<file path="src/rtl/bcc_queue.sv">
module bcc_queue #(
    parameter int WIDTH = 16,
    parameter int DEPTH = 4
) (
    input  logic             clk,
    input  logic             rst_n,
    input  logic             push_valid,
    output logic             push_ready,
    input  logic [WIDTH-1:0] push_data,
    output logic             pop_valid,
    input  logic             pop_ready,
    output logic [WIDTH-1:0] pop_data
);

    localparam int PW = (DEPTH > 1) ? $clog2(DEPTH) : 1;
    localparam int CW = $clog2(DEPTH + 1);

    logic [WIDTH-1:0] entries_reg [DEPTH];
    logic [PW-1:0]    wr_ptr_reg;
    logic [PW-1:0]    rd_ptr_reg;
    logic [CW-1:0]    count_reg;
    logic             push_fire;
    logic             pop_fire;

    assign push_ready = (count_reg != CW'(DEPTH));
    assign pop_valid  = (count_reg != '0);
    assign pop_data   = entries_reg[rd_ptr_reg];
    assign push_fire  = push_valid && push_ready;
    assign pop_fire   = pop_valid && pop_ready;

    function automatic logic [PW-1:0] next_ptr(input logic [PW-1:0] ptr);
        next_ptr = (ptr == PW'(DEPTH - 1)) ? '0 : ptr + PW'(1);
    endfunction

    always_ff @(posedge clk or negedge rst_n)
    begin
        if (!rst_n)
        begin
            wr_ptr_reg <= '0;
            rd_ptr_reg <= '0;
            count_reg  <= '0;
        end
        else
        begin
            if (push_fire)
            begin
                wr_ptr_reg <= next_ptr(wr_ptr_reg);
            end
            if (pop_fire)
            begin
                rd_ptr_reg <= next_ptr(rd_ptr_reg);
            end
            if (push_fire && !pop_fire)
            begin
                count_reg <= count_reg + CW'(1);
            end
            else if (pop_fire && !push_fire)
            begin
                count_reg <= count_reg - CW'(1);
            end
        end
    end

    always_ff @(posedge clk)
    begin
        if (push_fire)
        begin
            entries_reg[wr_ptr_reg] <= push_data;
        end
    end

endmodule

</file>
<file path="config.mk">
export PLATFORM = sky130hd
export DESIGN_NAME = bcc_queue
export DESIGN_NICKNAME = d
export VERILOG_FILES = /design/src/rtl/bcc_queue.sv
export SDC_FILE = /design/constraint.sdc
export NUM_CORES = 1
export LEC_CHECK = 0
export BUFFER_PORTS_ARGS = -buffer_cell sky130_fd_sc_hd__buf_2
export CELL_PAD_IN_SITES_DETAIL_PLACEMENT = 0
export CELL_PAD_IN_SITES_GLOBAL_PLACEMENT = 1
export CORE_UTILIZATION = 49
export CTS_CLUSTER_SIZE = 24
export DETAILED_ROUTE_END_ITERATION = 7
export GPL_ROUTABILITY_DRIVEN = 0
export PLACE_DENSITY = 0.74
export SETUP_SLACK_MARGIN = 0.3
export SLEW_MARGIN = 20
export SYNTH_ARGS = -nofsm -noshare
export SYNTH_HDL_FRONTEND = slang
export SYNTH_SLANG_ARGS = --single-unit
</file>
<file path="constraint.sdc">
create_clock -name clk -period 2.55 [get_ports clk]
set_input_delay 0.1275 -clock clk [delete_from_list [all_inputs] [get_ports clk]]
set_output_delay 0.1275 -clock clk [all_outputs]
set_load 0.05 [all_outputs]
</file>
==> flow_summary.yaml <==
status:
  outcome: "complete, no violations"
layout:
  final_area_um2: 3290
  diodes: 0
  nNetsFinal: 200
  instances_no_fill: 248
  areaGrowthSynthToFinish_pct: 19.8
  drive_above_1_share_pct: 45.5
  largest_reg_flops: 64
timing:
  rsz0062_at_grt: "false"
  finalHoldViolCount: 0
  tightest_slew_ns: 0.794
  slew_headroom_pct: 47.1
  fmax_ghz: 0.471
  finalCritPeriodShare_pct: 83.2
  clock_skew_ns: 0.00538
  timing.hold.ws_ns: 0.0181
  fin_tns_setup_ns: 0
  setup_viol: 0
  slew_viol_final: 0
  fin_crit_ns: 2.12
worst_setup_path:
  reg2reg_slack_ns: 0.43
  r2r-start: "count_reg[1]$_DFFE_PN0P_"
  critPathMaxFanout: 6
  max_stage_delay_ns: 0.42
  crit_chain: "or3b_4 -> and2_4 -> ha_1 -> inv_1 -> fa_1 -> mux2_2"
  startpoint_type: "register"
  worstPathRequired_ns: 2.76
  r2r_end: "count_reg[1]$_DFFE_PN0P_"
  crit_arrival_ns: 2.33
  worstRegToRegCells: 6
  cpLargestDelayFamily: "adder cells"
  crit_slowest_cell: "dfrtp_1"
  critPathCaptureType: "register"
  setup.worst_path.class: "register to register"
  worst-path-buf-inv: 1
power:
  power.share.clock_pct: 21.2
  internal_power_mw: 2.70
  power.total_mw: 4.33
  switching_share_pct: 37.5
  p_seq_share_pct: 39.4
  comb_power_share_pct: 39.4
  power.leakage_nw: 1.20
  ir_worst_vdd_uv: 687
  power_density_nw_per_um2: 1320
  p_switching_mw: 1.62
flow_run:
  cap_viol_max_count: 0
floorplan:
  start_util_pct: 52.5
  die_y_um: 76.9
  die_w_um: 76.9
  die-area_um2: 5910
  boundaryPins: 38
  core_um2: 5240
  std_cell_rows: 26
logic_synthesis:
  yosysSeqAreaShare_pct: 76.3
  synthDistinctLibCells: 19
  syn-cell-area_um2: 2750
  yosys_warnings: 0
  ys_seq_elements: 71
  syn_inst: 120
  postSynthAreaPerCell_um2: 22.9
  synth_nets: 147
routing:
  vias_per_cell: 5.31
  dr.first_iter.drc_count: 66
  drc: 0
  wire_per_inst_um: 17.8
  drt-pass1-iter-count: 4
  dr_total_vias: 1316
  routed_wirelength_um: 4410
  ant_nets: 0
hold_path:
  min_to: "entries_reg[2][2]$_DFFE_PP_"
  hp-start: "push_data[2]"
  hp-class: "input pin to register"
  min_path_cells: 1
placement:
  placed_area_um2: 3020
  dp_cells: 225
  numPortBuffers: 37
  hpwl_um: 2760
global_routing:
  antenna_found_initial: 0
  grt_overflow: 0
  grt_pass1_vias: 1395
  met3_usage_pct: 3.81
  busiest_layer: "met2"
  grt_max_degree: 19
  use_met2_pct: 29.4
  track_usage_pct: 16.6
  grt_pass1_wl_um: 6930
  met1_usage_pct: 18.0
clock_tree:
  cts.clk_slew.worst_paths_ns: 0.07
  cts_buffers: 9
  cts_sinks: 71
  clock_latency_ns: 0.32
  cts_tree: "yes"
  clock_path_buffers: 2
  root_buffer: "clkbuf_8"
  h-tree-depth: 3
==> metrics by stage <==
stage	setup WS (ns)	util, %
final	0.428	62.8
after global routing	0.311	62.8
after CTS	0.383	62.5
after detailed placement	0.394	57.6
after global placement	0.461	57.6
after floorplan	0.374	-
==> placed cells by master, fill, tap and decap left out, drive strengths merged <==
cell type	count
nor2	3
inv	3
dlygate4sd3	6
nand2	1
edfxtp	64
clkbuf	11
xor2	2
or3	1
and2	1
or3b	1
fa	1
xnor2	1
clkinv	3
mux4	16
and3	4
bufinv	2
ha	6
dfrtp	7
buf	40
mux2	5
==> power by group through the flow <==
stage               clock network (mW)  registers, mW  logic (mW)
floorplan                            0           1.65        1.42
global placement                     0           1.72        1.68
detailed placement                   0           1.74        1.70
CTS                              0.935           1.71        1.71
global route                     0.983           1.74        1.81
finish                           0.919           1.70        1.71
==> worst max path at each step <==
stage | start | to | slack [ns] | cells past startpoint
after floorplan | count_reg[0]$_DFFE_PN0P_ | count_reg[1]$_DFFE_PN0P_ | 0.37 | 6
after global placement | count_reg[0]$_DFFE_PN0P_ | count_reg[1]$_DFFE_PN0P_ | 0.46 | 6
after detailed placement | count_reg[0]$_DFFE_PN0P_ | count_reg[1]$_DFFE_PN0P_ | 0.39 | 6
after CTS | count_reg[0]$_DFFE_PN0P_ | count_reg[1]$_DFFE_PN0P_ | 0.38 | 6
after global routing | count_reg[1]$_DFFE_PN0P_ | count_reg[1]$_DFFE_PN0P_ | 0.31 | 6
final | count_reg[1]$_DFFE_PN0P_ | count_reg[1]$_DFFE_PN0P_ | 0.43 | 6
==> final cells by class <==
| cell class | instances | area, µm² |
|---|---|---|
| Sequential cell | 71 | 2100 |
| Fill cell | 379 | 1950 |
| Multi-Input combinational cell | 42 | 622 |
| Timing Repair Buffer | 46 | 268 |
| Clock buffer | 11 | 131 |
| Tap cell | 70 | 87.6 |
| Clock inverter | 5 | 72.6 |
| Inverter | 3 | 11.3 |
==> repair_timing <==
action                                  in CTS  in global routing
gates resized for setup                      0                  1
hold endpoints to repair                    19                  3
setup buffers                                0                  1
endpoints found under the setup margin       0                  1
hold buffers                                 5                  1
==> synth_stat cells, drive strengths merged <==
master   n  share of area [%]
xnor2    1               0.32
nor2     3               0.41
fa       1               0.73
clkbuf   1               0.14
inv      3               0.41
and2     1               0.32
mux4    16                 13
buf      3               0.64
edfxtp  64                 70
dfrtp    7                6.4
xor2     2               0.64
or3      1               0.27
nand2    1               0.14
mux2     5                2.3
or3b     1               0.41
ha       6                2.7
and3     4                1.1
==> cells by family (layout without fill, tap and decap cells) <==
family / after synthesis / after routing / synth area share, %
flops: 71 / 71 / 76.3
mux: 21 / 21 / 15.4
simple gates: 11 / 11 / 2.64
fa+ha+maj: 7 / 7 / 3.46
buf+inv: 7 / 65 / 1.18
xor+xnor: 3 / 3 / 0.956
==> per-layer routing <==
layer  routed length [µm]  share of wire [%]
met1                 1820                 41
met2                 2360                 53
met3                  164                3.7
met4                   74                1.7
met5                    0                  0
Note: power is estimated with default switching activity, not from simulation.
