## config.mk

```make
export PLATFORM = sky130hd
export DESIGN_NAME = bcc_front
export DESIGN_NICKNAME = d
export VERILOG_FILES = /design/src/rtl/bcc_pkg.sv /design/src/rtl/bcc_front.sv
export SDC_FILE = /design/constraint.sdc
export NUM_CORES = 1
export LEC_CHECK = 0
export ABC_AREA = 1
export BUFFER_PORTS_ARGS = -buffer_cell sky130_fd_sc_hd__buf_2
export CORE_ASPECT_RATIO = 0.8
export CORE_MARGIN = 8
export CORE_UTILIZATION = 47
export DETAILED_ROUTE_END_ITERATION = 10
export GPL_TIMING_DRIVEN = 0
export PLACE_DENSITY = 0.64
export SYNTH_ARGS = -nofsm -noshare
export SYNTH_HDL_FRONTEND = slang
export SYNTH_SLANG_ARGS = --single-unit
```

## constraint.sdc

```tcl
create_clock -name clk -period 3.3 [get_ports clk]
set_input_delay 0.66 -clock clk [delete_from_list [all_inputs] [get_ports clk]]
set_output_delay 0.66 -clock clk [all_outputs]
set_load 0.01 [all_outputs]
```

## src/rtl/bcc_pkg.sv

```systemverilog
package bcc_pkg;

    // Configuration port
    localparam int CFG_INDEX_W = 2;
    localparam int CFG_DATA_W  = 12;

    localparam logic [CFG_INDEX_W-1:0] CFG_IMAGE_WIDTH  = 2'd0;
    localparam logic [CFG_INDEX_W-1:0] CFG_IMAGE_HEIGHT = 2'd1;

    localparam int WIDTH_RESET  = 512;
    localparam int HEIGHT_RESET = 512;

    // Input opcodes
    localparam logic OP_PIXEL = 1'b0;
    localparam logic OP_FLUSH = 1'b1;

    // Pixel levels
    localparam logic [7:0] PIX_ON  = 8'd255;
    localparam logic [7:0] PIX_OFF = 8'd0;

    // Line store word: {dilated parity1, dilated parity0, input parity1, input parity0}
    localparam int   WORD_W   = 4;
    localparam logic IN_SLOT  = 1'b0;
    localparam logic DIL_SLOT = 1'b1;

    localparam int QUEUE_DEPTH = 4;

    // Classification of one raster step, handed from front to back
    typedef struct packed {
        logic parity;      // row parity of the step
        logic row_ge1;     // a row above exists: dilate it
        logic row_ge2;     // two rows above: emit a result
        logic row_ge3;     // three rows above: dilated row above the result is real
        logic below_out;   // row below the result lies outside the frame
        logic first_col;
        logic last_col;
        logic fg;          // foreground bit of the entering pixel
        logic frame_last;
    } step_flags_t;

endpackage

```

## src/rtl/bcc_front.sv

```systemverilog
module bcc_front #(
    parameter int MAX_WIDTH  = 2048,
    parameter int MAX_HEIGHT = 2048
) (
    input  logic                             clk,
    input  logic                             rst_n,
    input  logic                             cfg_valid,
    output logic                             cfg_ready,
    input  logic [bcc_pkg::CFG_INDEX_W-1:0]  cfg_index,
    input  logic [bcc_pkg::CFG_DATA_W-1:0]   cfg_data,
    input  logic                             in_valid,
    output logic                             in_ready,
    input  logic                             opcode,
    input  logic [7:0]                       pixel_value,
    output logic                             push_valid,
    input  logic                             push_ready,
    output logic [$clog2(MAX_WIDTH)-1:0]     push_col,
    output bcc_pkg::step_flags_t             push_flags
);

    localparam int AW = $clog2(MAX_WIDTH);
    localparam int WW = $clog2(MAX_WIDTH + 1);
    localparam int HW = $clog2(MAX_HEIGHT + 1);
    localparam int RW = $clog2(MAX_HEIGHT + 2);

    localparam logic [WW-1:0] W_RESET = (bcc_pkg::WIDTH_RESET > MAX_WIDTH) ?
        WW'(MAX_WIDTH) : WW'(bcc_pkg::WIDTH_RESET);
    localparam logic [HW-1:0] H_RESET = (bcc_pkg::HEIGHT_RESET > MAX_HEIGHT) ?
        HW'(MAX_HEIGHT) : HW'(bcc_pkg::HEIGHT_RESET);

    logic [WW-1:0] w_reg;
    logic [HW-1:0] h_reg;
    logic [RW-1:0] vrow_reg;
    logic [AW-1:0] vcol_reg;

    logic          cfg_fire;
    logic          push_fire;
    logic [RW-1:0] h_ext;
    logic [RW-1:0] h_plus1;
    logic          real_row;
    logic          silent;
    logic          in_fire;
    logic          last_col;
    logic          frame_end;

    function automatic logic [WW-1:0] clamp_w(input logic [bcc_pkg::CFG_DATA_W-1:0] v);
        logic [31:0] v32;
        v32 = 32'(v);
        if (v == '0)
            clamp_w = WW'(1);
        else if (v32 > 32'(MAX_WIDTH))
            clamp_w = WW'(MAX_WIDTH);
        else
            clamp_w = WW'(v);
    endfunction

    function automatic logic [HW-1:0] clamp_h(input logic [bcc_pkg::CFG_DATA_W-1:0] v);
        logic [31:0] v32;
        v32 = 32'(v);
        if (v == '0)
            clamp_h = HW'(1);
        else if (v32 > 32'(MAX_HEIGHT))
            clamp_h = HW'(MAX_HEIGHT);
        else
            clamp_h = HW'(v);
    endfunction

    assign cfg_ready = 1'b1;
    assign cfg_fire  = cfg_valid && cfg_ready;

    always_comb
    begin
        h_ext     = RW'(h_reg);
        h_plus1   = h_ext + RW'(1);
        real_row  = (vrow_reg < h_ext);
        // one-row frame: the dilated row must be built before any flush beat can emit
        silent    = !real_row && (vrow_reg < RW'(2));
        in_ready  = push_ready && !silent;
        in_fire   = in_valid && in_ready;
        last_col  = (vcol_reg == AW'(w_reg - WW'(1)));
        frame_end = (vrow_reg == h_plus1) && last_col;

        if (silent)
            push_valid = 1'b1;
        else
            push_valid = in_fire && (!real_row || (opcode == bcc_pkg::OP_PIXEL));

        push_col              = vcol_reg;
        push_flags.parity     = vrow_reg[0];
        push_flags.row_ge1    = (vrow_reg != '0);
        push_flags.row_ge2    = (vrow_reg >= RW'(2));
        push_flags.row_ge3    = (vrow_reg >= RW'(3));
        push_flags.below_out  = (vrow_reg >= h_plus1);
        push_flags.first_col  = (vcol_reg == '0);
        push_flags.last_col   = last_col;
        push_flags.fg         = real_row && (pixel_value == bcc_pkg::PIX_ON);
        push_flags.frame_last = frame_end;
    end

    assign push_fire = push_valid && push_ready;

    always_ff @(posedge clk or negedge rst_n)
    begin
        if (!rst_n)
        begin
            w_reg    <= W_RESET;
            h_reg    <= H_RESET;
            vrow_reg <= '0;
            vcol_reg <= '0;
        end
        else if (cfg_fire)
        begin
            case (cfg_index)
                bcc_pkg::CFG_IMAGE_WIDTH:
                begin
                    w_reg    <= clamp_w(cfg_data);
                    vrow_reg <= '0;
                    vcol_reg <= '0;
                end
                bcc_pkg::CFG_IMAGE_HEIGHT:
                begin
                    h_reg    <= clamp_h(cfg_data);
                    vrow_reg <= '0;
                    vcol_reg <= '0;
                end
                default:
                begin
                end
            endcase
        end
        else if (push_fire)
        begin
            if (frame_end)
            begin
                vrow_reg <= '0;
                vcol_reg <= '0;
            end
            else if (last_col)
            begin
                vrow_reg <= vrow_reg + RW'(1);
                vcol_reg <= '0;
            end
            else
            begin
                vcol_reg <= vcol_reg + AW'(1);
            end
        end
    end

endmodule

```

==> results of run 1 <==
worst paths after layout:
check | cells past startpoint | to | start | slack [ns]
max reg2reg | 17 | vrow_reg[5]$_DFFE_PN0P_ | h_ext[0]$_DFFE_PN0P_ | 0.53
min reg2reg | 2 | w_reg[9]$_DFFE_PN1P_ | w_reg[9]$_DFFE_PN1P_ | 0.54
max | 12 | push_flags[4] | h_ext[0]$_DFFE_PN0P_ | 0.07
min | 1 | h_ext[0]$_DFFE_PN0P_ | rst_n | 0.54
max in group asynchronous | 1 | h_ext[1]$_DFFE_PN0P_ | rst_n | 2.05
min in group clk | 2 | w_reg[9]$_DFFE_PN1P_ | w_reg[9]$_DFFE_PN1P_ | 0.54
what timing repair did:
item	in CTS	in global routing
hold buffers	0	0
endpoints found under the hold margin	0	0
setup endpoints to repair	2	2
setup buffers	5	0
pin swaps	5	10
resized for setup	10	7
metal layers:
| metal | GRT usage, % | share of wire [%] | vias up |
|---|---|---|---|
| met5 | 0 | 0 | - |
| met4 | 3.104 | 0.49 | 0 |
| met3 | 3.633 | 5.2 | 5 |
| met2 | 29.18 | 43 | 84 |
| met1 | 26.34 | 51 | 1797 |
| li1 | - | - | 1992 |
stage by stage:
step                cell area (um2)  total power, mW  std cells  hold slack [ns]
floorplan                      3964            1.163        581           0.3644
global placement               4349            1.337        742           0.5152
detailed placement             4349            1.359        742           0.5152
CTS                            4516            1.748        755           0.5406
global route                   4533            1.881        755           0.5656
finish                         4533            1.747        755           0.5367
power breakdown:
group          total, mW  switching (mW)  internal (mW)  leakage, nW
logic              0.668           0.421          0.247         1.73
clock network      0.374           0.204          0.170       0.0482
registers          0.705          0.0835          0.622        0.606
final cells by class:
cell class,count,area [um2]
Clock buffer,7,86.33
Tap cell,112,140.1
Inverter,85,319.1
Sequential cell,46,1156
Timing Repair Buffer,54,282.8
Multi-Input combinational cell,436,2454
Clock inverter,1,5.005
Buffer,14,90.09
Fill cell,846,3800
worst register-to-register path: stages, from the launching register on:
cell and delay (ns):
sky130_fd_sc_hd__dfrtp_2 0.42, sky130_fd_sc_hd__inv_2 0.06, sky130_fd_sc_hd__nor3_4 0.21, sky130_fd_sc_hd__nand3_2 0.12, sky130_fd_sc_hd__nor3_4 0.16, sky130_fd_sc_hd__nand4_1 0.12
sky130_fd_sc_hd__xor2_1 0.19, sky130_fd_sc_hd__ha_1 0.31, sky130_fd_sc_hd__nand2_2 0.07, sky130_fd_sc_hd__inv_2 0.05, sky130_fd_sc_hd__nand3_2 0.07, sky130_fd_sc_hd__inv_2 0.08
sky130_fd_sc_hd__nand3_1 0.11, sky130_fd_sc_hd__inv_1 0.09, sky130_fd_sc_hd__nand4_1 0.19, sky130_fd_sc_hd__buf_2 0.26, sky130_fd_sc_hd__nand2_1 0.10, sky130_fd_sc_hd__o21ai_2 0.06
synth_stat cells:
library cell / number / share of area, %
sky130_fd_sc_hd__conb_1: 1 / 0.095
sky130_fd_sc_hd__o21bai_2: 1 / 0.28
sky130_fd_sc_hd__clkinv_1: 1 / 0.095
sky130_fd_sc_hd__dfstp_2: 2 / 1.3
sky130_fd_sc_hd__nand3b_1: 1 / 0.19
sky130_fd_sc_hd__a21o_1: 1 / 0.19
sky130_fd_sc_hd__nor3_1: 14 / 1.8
sky130_fd_sc_hd__ha_1: 31 / 9.8
sky130_fd_sc_hd__nor2_2: 4 / 0.63
sky130_fd_sc_hd__xor2_1: 16 / 3.5
sky130_fd_sc_hd__a21oi_1: 17 / 2.1
sky130_fd_sc_hd__buf_4: 5 / 0.95
sky130_fd_sc_hd__nand2_2: 12 / 1.9
sky130_fd_sc_hd__nand2_1: 155 / 15
sky130_fd_sc_hd__or2_2: 1 / 0.16
sky130_fd_sc_hd__nand4_1: 22 / 3.5
sky130_fd_sc_hd__nor4_1: 3 / 0.47
sky130_fd_sc_hd__o21bai_1: 1 / 0.19
sky130_fd_sc_hd__a31oi_1: 1 / 0.16
sky130_fd_sc_hd__a211oi_1: 1 / 0.19
sky130_fd_sc_hd__clkbuf_1: 4 / 0.38
sky130_fd_sc_hd__buf_2: 2 / 0.25
sky130_fd_sc_hd__and2_1: 1 / 0.16
sky130_fd_sc_hd__o21ai_2: 12 / 2.7
sky130_fd_sc_hd__nor2_1: 52 / 4.9
sky130_fd_sc_hd__nor3b_1: 3 / 0.57
sky130_fd_sc_hd__dfrtp_1: 44 / 28
sky130_fd_sc_hd__nand2_4: 2 / 0.57
sky130_fd_sc_hd__inv_2: 2 / 0.19
sky130_fd_sc_hd__clkbuf_2: 1 / 0.13
sky130_fd_sc_hd__o21ai_0: 31 / 3.9
sky130_fd_sc_hd__nand3_1: 42 / 5.3
sky130_fd_sc_hd__buf_6: 2 / 0.57
sky130_fd_sc_hd__xnor2_1: 3 / 0.66
sky130_fd_sc_hd__nor2_4: 4 / 1.1
sky130_fd_sc_hd__a21oi_2: 1 / 0.22
sky130_fd_sc_hd__o21ai_1: 1 / 0.13
sky130_fd_sc_hd__nand3_2: 2 / 0.51
sky130_fd_sc_hd__inv_1: 82 / 7.8
cell families (layout without fill, tap and decap cells):
logic type	count (synthesis)	in the layout	synth area share, %
compound gates	67	67	10.07
xor+xnor	19	19	4.198
fa+ha+maj	31	31	9.785
buf+inv	99	161	10.32
flops	46	46	29.10
other cells	1	1	0.09461
simple gates	318	318	36.43
==> impl_metrics.ini, run 1 <==
[cts]
clock_tree.buffer_depth = 2
cts_buffers = 5
cts_num_sinks = 46
clock_tree.htree_level_count = 2
clock_latency_ns = 0.31
cts_tree = built
clk_pin_slew_worst_paths_ns = 0.08
clockRootBuffer = sky130_fd_sc_hd__clkbuf_8

[setup_path]
worst_path_max_fanout = 3
critical_path_arrival_ns = 2.57
critPathLaunchType = flop
crit_path_end_kind = output pin
critPathKind = reg -> out
crit_path_frequent_cell = sky130_fd_sc_hd__nor3_4
worst_path_largest_cell_delay_ns = 0.42
path_buf_inv = 3
path_delay_family = simple AND/OR/NAND/NOR gates
critical_path.cell_chain = inv_2, nor3_4, nand3_2, nor3_4, buf_4, xor2_1, ha_1, a21oi_1, o21ai_1, a211oi_2, nand3_1, buf_2
cp_data_required_time_ns = 2.64
crit_slowest_cell = sky130_fd_sc_hd__dfrtp_2

[sta]
finalWorstPathRequiredPeriod_ns = 3.229
post-route-period-util_pct = 97.84
achievable_frequency_mhz = 309.7
totalNegativeSetupSlack_ns = 0
worst_slew_pin_tran_ns = 1.058
timing.final.ws_setup_ns = 0.07128
final-max-slew-violation-count = 0
rsz0062_at_grt = true
slew_headroom_pct = 29.46
final_hold_viol_count = 0
worst_clk_skew_ns = 0.007622
setup_violations = 0

[cells_and_area]
postLayoutCoreUtil_pct = 54.40
most-common-layout-cells = sky130_fd_sc_hd__nand2_1, sky130_fd_sc_hd__inv_1, sky130_fd_sc_hd__nor2_1
final_layout_size_suffix_gt1_share_pct = 19.75
antenna_cells_inserted = 0
design.final.nets = 701
final_common_cell = sky130_fd_sc_hd__nand2_1
flow.area_growth_from_synthesis_pct = 14.36

[power]
power.density_nw_per_um2 = 385.3
power.ir.vdd_worst_mv = 0.2312
power.leakage_nw = 2.382

[global_route]
all_layer_global_routing_usage_pct = 18.67
global_route_wire_length_before_repair_um = 18110
grt_start_max_net_pins = 47
globalRouteOverflowTotal = 0
number_of_global_route_vias_before_repair = 3760
antenna_found_initial = 0

[yosys]
synth_fp_nets = 640
cell_area_after_technology_mapping_um2 = 3964
yosys_warnings = 0
synthCells = 581
ys_seq_elements = 46
postSynthAreaPerCell_um2 = 6.822
synth.distinct_cells = 39
synth-seq-area-share_pct = 29.10

[floorplan]
core_ar_um2 = 8333
dieHeight_um = 98.14
rows = 30
ios = 51
die_w_um = 118.7
die_area_um2 = 11650
starting_density_of_the_core_pct = 47.57

[min_path]
holdCritPathClass = in -> async

[placed_design]
portBuffers = 49
gp_routability_congestion = 0.9440
place_ws_ns = -0.1037
dpl.hpwl_um = 8466

[route]
routedWlPerCell_um = 14.03
drt_first_pass_iters = 5
remaining_drc_errors = 0
drt_iter0_drc = 244
avgViaCountPerCell = 5.136
route.vias.total = 3878
final_antenna_net_count = 0
finalWirelength_um = 10590

[run]
drv_cap = 0

[status]
status = finished clean
Power figures use the tool's default switching activity.
==> run 2, diff against run 1 <==
PLACE_DENSITY = 0.67   (was 0.64)
==> run 2 against run 1 <==
The run now ends with setup timing left; routed wire length up 4.7%; worst hold slack worse by 0.0072 ns; clock power up 42%; critical path depth up 1; fmax down 3.7%; sequential power about the same; die area unchanged; setup slack worse by 0.12 ns; sequential cell count unchanged; combinational power up 4.0%; critical path type unchanged; largest cell class unchanged; highest routed layer unchanged.
==> impl_metrics.ini, run 2 (same netlist as run 1, synthesis figures left out) <==
[status]
status = finished with violations
violated_checks = setup timing

[sta]
post-route-period-util_pct = 101.6
totalNegativeSetupSlack_ns = -0.05207
final_hold_viol_count = 0
worst_clk_skew_ns = 0.01330
rsz0062_at_grt = true
timing.final.ws_setup_ns = -0.05207
finalWorstPathRequiredPeriod_ns = 3.352
worst_slew_pin_tran_ns = 1.061
setup_violations = 1
slew_headroom_pct = 29.28
final-max-slew-violation-count = 0
achievable_frequency_mhz = 298.3
hold_ws_ns = 0.5296

[power]
totalPowerFinal_mw = 1.929
pwr-share-seq_pct = 36.5
power.ir.vdd_worst_mv = 0.1692
internal_power_mw = 1.203
power.leakage_nw = 2.434
sw_frac_of_total_pct = 37.63
power.density_nw_per_um2 = 414.5
share_clk_of_total_power_pct = 27.5
power_switching_mw = 0.7260
power.share.combinational_pct = 36.0

[cts]
clk_pin_slew_worst_paths_ns = 0.09
clockRootBuffer = sky130_fd_sc_hd__clkbuf_8
cts_num_sinks = 46
cts_buffers = 5
clock_tree.buffer_depth = 2
clock_tree.htree_level_count = 2
clock_latency_ns = 0.31
cts_tree = built

[cells_and_area]
flow.area_growth_from_synthesis_pct = 17.42
nFillCells = 843
design.final.nets = 706
final_common_cell = sky130_fd_sc_hd__nand2_1
seqCellArea_um2 = 1154
post_layout_nonfiller_instances = 760
most-common-layout-cells = sky130_fd_sc_hd__nand2_1, sky130_fd_sc_hd__inv_1, sky130_fd_sc_hd__buf_2
final_layout_size_suffix_gt1_share_pct = 21.45
antenna_cells_inserted = 0
multi_input_logic_area_um2 = 2489

[route]
drt_iter0_drc = 279
routedWlPerCell_um = 14.59
drt_first_pass_iters = 5
route.vias.total = 3987
final_antenna_net_count = 0
remaining_drc_errors = 0
avgViaCountPerCell = 5.246
finalWirelength_um = 11090

[setup_path]
critPathLaunchType = flop
critical_path.cell_chain = inv_2, nor3_4, nand3_2, nor3_4, nand4_1, xor2_1, ha_1, nand2_2, buf_4, o21ai_0, a211oi_2, nand3_1, buf_2
path_delay_family = simple AND/OR/NAND/NOR gates
crit_slowest_cell = sky130_fd_sc_hd__dfrtp_1
critPathKind = reg -> out
cp_data_required_time_ns = 2.64
crit_path_end_kind = output pin
worst_path_largest_cell_delay_ns = 0.45
worst_path_max_fanout = 3
worst-path-stages = 13
path_buf_inv = 3
worst-r2r-cell-count = 17
critical_path_arrival_ns = 2.69
crit_path_frequent_cell = sky130_fd_sc_hd__nor3_4

[global_route]
grt_start_max_net_pins = 47
global_route_wire_length_before_repair_um = 18710
all_layer_global_routing_usage_pct = 19.23
globalRouteOverflowTotal = 0
antenna_found_initial = 0
number_of_global_route_vias_before_repair = 3762

[floorplan]
ios = 51
dieHeight_um = 98.14
starting_density_of_the_core_pct = 47.57
die_area_um2 = 11650
die_w_um = 118.7
rows = 30
core_ar_um2 = 8333

[placed_design]
gp_routability_congestion = 0.9641
post-place-cells = 742
dpl.hpwl_um = 8710
portBuffers = 49

[run]
drv_cap = 0

[min_path]
holdCritPathClass = in -> async
## run 2: cell types whose count changed in the layout (fill, tap and decap cells not counted), moves of 2 or more
cell,previous run,this run
sky130_fd_sc_hd__nand3_1,40,38
sky130_fd_sc_hd__o21ai_0,30,28
sky130_fd_sc_hd__dfrtp_1,42,44
sky130_fd_sc_hd__bufinv_16,0,2
sky130_fd_sc_hd__nor2_1,52,50
sky130_fd_sc_hd__o21ai_1,2,4
sky130_fd_sc_hd__buf_4,10,15
sky130_fd_sc_hd__nand3_2,4,6
sky130_fd_sc_hd__dfrtp_2,2,0
## run 2: cell type report
cell class,count,share of cell area (%)
buffer,14,1.935
clock buffer,6,1.774
clock inverter,2,1.290
inverter,85,6.855
multi-input combinational,436,53.47
sequential,46,24.79
tap,112,3.011
timing repair buffer,59,6.882
## run 2: metrics by stage
stage / setup slack, ns / utilization (%) / cell area [um2]
finish: -0.05207 / 55.86 / 4654
global route: -0.2016 / 55.86 / 4654
CTS: -0.04505 / 54.92 / 4577
detailed placement: -0.07535 / 52.19 / 4349
global placement: -0.03890 / 52.19 / 4349
floorplan: 0.3708 / - / 3964
## run 2: final timing paths
kind                                 startpoint                 endpoint  slack [ns]
setup / recovery           h_ext[0]$_DFFE_PN0P_            push_flags[4]       -0.05
hold / removal                            rst_n  vrow_reg[2]$_DFFE_PN0P_        0.53
setup reg to reg           h_ext[0]$_DFFE_PN0P_  vrow_reg[7]$_DFFE_PN0P_        0.41
hold reg to reg            w_reg[9]$_DFFE_PN1P_     w_reg[9]$_DFFE_PN1P_        0.53
max in group asynchronous                 rst_n     w_reg[6]$_DFFE_PN0P_        2.10
min in group clk           w_reg[9]$_DFFE_PN1P_     w_reg[9]$_DFFE_PN1P_        0.53
## run 2: power by group through the flow
stage / sequential [mW] / clock, mW / combinational [mW]
2_1_floorplan: 0.690 / 0 / 0.473
3_3_place_gp: 0.709 / 0 / 0.629
3_5_place_dp: 0.709 / 0 / 0.650
4_1_cts: 0.699 / 0.535 / 0.671
5_1_grt: 0.712 / 0.555 / 0.784
6_report: 0.704 / 0.530 / 0.695
## run 2: per-layer routing
metal / routed length, um / vias up / track usage [%]
li1: - / 2003 / -
met3: 750 / 10 / 3.633
met4: 110 / 0 / 3.589
met5: 0 / - / 0
met1: 5420 / 1854 / 28.06
met2: 4808 / 120 / 28.79
## run 2: timing repair
item / 4_1_cts / 5_1_grt
resized for setup: 11 / 15
endpoints found under the hold margin: 0 / 0
cloned: 0 / 0
setup buffers: 6 / 4
setup endpoints to repair: 2 / 2
pin swaps: 6 / 10
hold buffers: 0 / 0
==> run 3, diff against run 2 <==
CORE_ASPECT_RATIO = 0.6   (was 0.8)
==> run 3 against run 2 <==
The flow now finishes without violations; core utilization fell by 0.24 points; routed wire length up 1.3%; final cell count unchanged; non-clock buffer count did not move; count of clock-buffer cells in the layout is 1 lower; die area grew 0.67%; critical path type unchanged; critical endpoint unchanged.
==> impl_metrics.ini, run 3 (same netlist as run 1, synthesis figures left out) <==
[floorplan]
ios = 51
core_ar_um2 = 8361
dieHeight_um = 87.14
die_area_um2 = 11720
starting_density_of_the_core_pct = 47.41
die_w_um = 134.6
rows = 26

[run]
drv_cap = 0

[setup_path]
critical_path_arrival_ns = 2.58
rrSetupSlack_ns = 0.50
worst_path_max_fanout = 3
cp_data_required_time_ns = 2.64
worst-r2r-cell-count = 17
critPathKind = reg -> out
critPathLaunchType = flop
crit_path_end_kind = output pin
critical_path.reg2reg.startpoint = h_ext[1]$_DFFE_PN0P_
worst_r2r_endpoint = vrow_reg[4]$_DFFE_PN0P_

[cells_and_area]
flow.area_growth_from_synthesis_pct = 17.30
postLayoutCoreUtil_pct = 55.61
design.final.nets = 706
post_layout_nonfiller_instances = 760
most-common-layout-cells = sky130_fd_sc_hd__nand2_1, sky130_fd_sc_hd__inv_1, sky130_fd_sc_hd__nor2_1, sky130_fd_sc_hd__buf_2, sky130_fd_sc_hd__dfrtp_1
final_common_cell = sky130_fd_sc_hd__nand2_1
antenna_cells_inserted = 0
finish.instance_area_um2 = 4649
final_layout_size_suffix_gt1_share_pct = 20.52

[sta]
worst_clk_skew_ns = 0.007122
final_hold_viol_count = 0
setup_violations = 0
achievable_frequency_mhz = 308.3
timing.final.ws_setup_ns = 0.05660
worst_slew_pin_tran_ns = 1.035
final-max-slew-violation-count = 0
slew_headroom_pct = 30.98
post-route-period-util_pct = 98.28
finalWorstPathRequiredPeriod_ns = 3.243
rsz0062_at_grt = true

[route]
remaining_drc_errors = 0
drt_iter0_drc = 348
route.vias.total = 3914
routedWlPerCell_um = 14.78
drt_first_pass_iters = 6
finalWirelength_um = 11230
avgViaCountPerCell = 5.150
final_antenna_net_count = 0

[cts]
clock_tree.buffer_depth = 2
cts.hold.buffers_added = 0
cts_buffers = 5
clock_latency_ns = 0.30
clock_tree.htree_level_count = 2
clk_pin_slew_worst_paths_ns = 0.06
clockRootBuffer = sky130_fd_sc_hd__clkbuf_16
cts_num_sinks = 46
cts_tree = built

[min_path]
worst_hold_startpoint = w_reg[9]$_DFFE_PN1P_
worst_hold_path.num_cells = 2
holdCritPathClass = reg -> reg
hold-path-endpoint = w_reg[9]$_DFFE_PN1P_

[placed_design]
post_dp_cell_area_um2 = 4349
dpl.hpwl_um = 8896
portBuffers = 49
place_ws_ns = -0.06705
gp_routability_congestion = 0.9324
post-place-cells = 742

[power]
power.density_nw_per_um2 = 424.5
totalPowerFinal_mw = 1.974
power.leakage_nw = 2.447
power.ir.vdd_worst_mv = 0.2035

[global_route]
all_layer_global_routing_usage_pct = 19.65
globalRouteOverflowTotal = 0
antenna_found_initial = 0
number_of_global_route_vias_before_repair = 3687
grt_start_max_net_pins = 47
global_route_wire_length_before_repair_um = 18430

[status]
status = finished clean
[run 3: cell count changes in the layout (fill, tap and decap cells not counted), sizes merged]
cell,before,now
clkbuf,11,10
clkinv,1,3
bufinv,2,1
[run 3: worst max path at each step]
stage | start | end | depth (start not counted)
4_1_cts | h_ext[1]$_DFFE_PN0P_ | push_flags[4] | 14
3_3_place_gp | h_ext[2]$_DFFE_PN0P_ | push_flags[4] | 14
5_1_grt | h_ext[1]$_DFFE_PN0P_ | push_flags[4] | 13
2_1_floorplan | h_ext[2]$_DFFE_PN0P_ | push_flags[4] | 13
3_5_place_dp | h_ext[2]$_DFFE_PN0P_ | push_flags[4] | 14
6_report | h_ext[1]$_DFFE_PN0P_ | push_flags[4] | 13
[run 3: final cells by class]
class,count,area (um2)
Timing Repair Buffer,59,320.3
Buffer,14,90.09
Clock buffer,5,125.1
Sequential cell,46,1154
Multi-Input combinational cell,436,2461
Clock inverter,3,40.04
Tap cell,112,140.1
Fill cell,823,3711
Inverter,85,319.1
[run 3: where the power goes]
group / internal (mW) / switching (mW)
Combinational: 0.250 / 0.431
Sequential: 0.621 / 0.0866
Clock: 0.355 / 0.230
Total: 1.23 / 0.747
[run 3: routing by layer]
layer  vias up  global-route usage, %  wire [um]  share of wire, %
met4         0                  3.647         68              0.61
met5         -                      0          0                 0
met2        88                  28.06       4530                40
li1       2002                      -          -                 -
met1      1817                  29.43       6082                54
met3         7                  4.032        551               4.9
[run 3: what timing repair did]
action / CTS / global route
pin swaps: 5 / 12
setup endpoints to repair: 2 / 2
endpoints found under the hold margin: 0 / 0
buffers inserted: 5 / 5
resized for setup: 9 / 10
[run 3: through the flow]
step | setup TNS [ns] | hold slack (ns)
detailed placement | -0.06705 | 0.5102
global placement | -0.006608 | 0.4899
floorplan | 0 | 0.3644
finish | 0 | 0.5247
global route | -0.1689 | 0.5404
CTS | 0 | 0.5229
[run 3: worst max-delay path, stage by stage (launching register included)]
cell and delay, ns:
sky130_fd_sc_hd__dfrtp_1 0.40, sky130_fd_sc_hd__inv_2 0.07, sky130_fd_sc_hd__nor3_4 0.22, sky130_fd_sc_hd__nand3_2 0.14
sky130_fd_sc_hd__nor3_4 0.16, sky130_fd_sc_hd__buf_4 0.15, sky130_fd_sc_hd__nand2_1 0.05, sky130_fd_sc_hd__xor2_1 0.15
sky130_fd_sc_hd__ha_1 0.33, sky130_fd_sc_hd__a21oi_1 0.14, sky130_fd_sc_hd__o21ai_1 0.09, sky130_fd_sc_hd__a211oi_2 0.14
sky130_fd_sc_hd__nand3_1 0.09, sky130_fd_sc_hd__buf_2 0.15
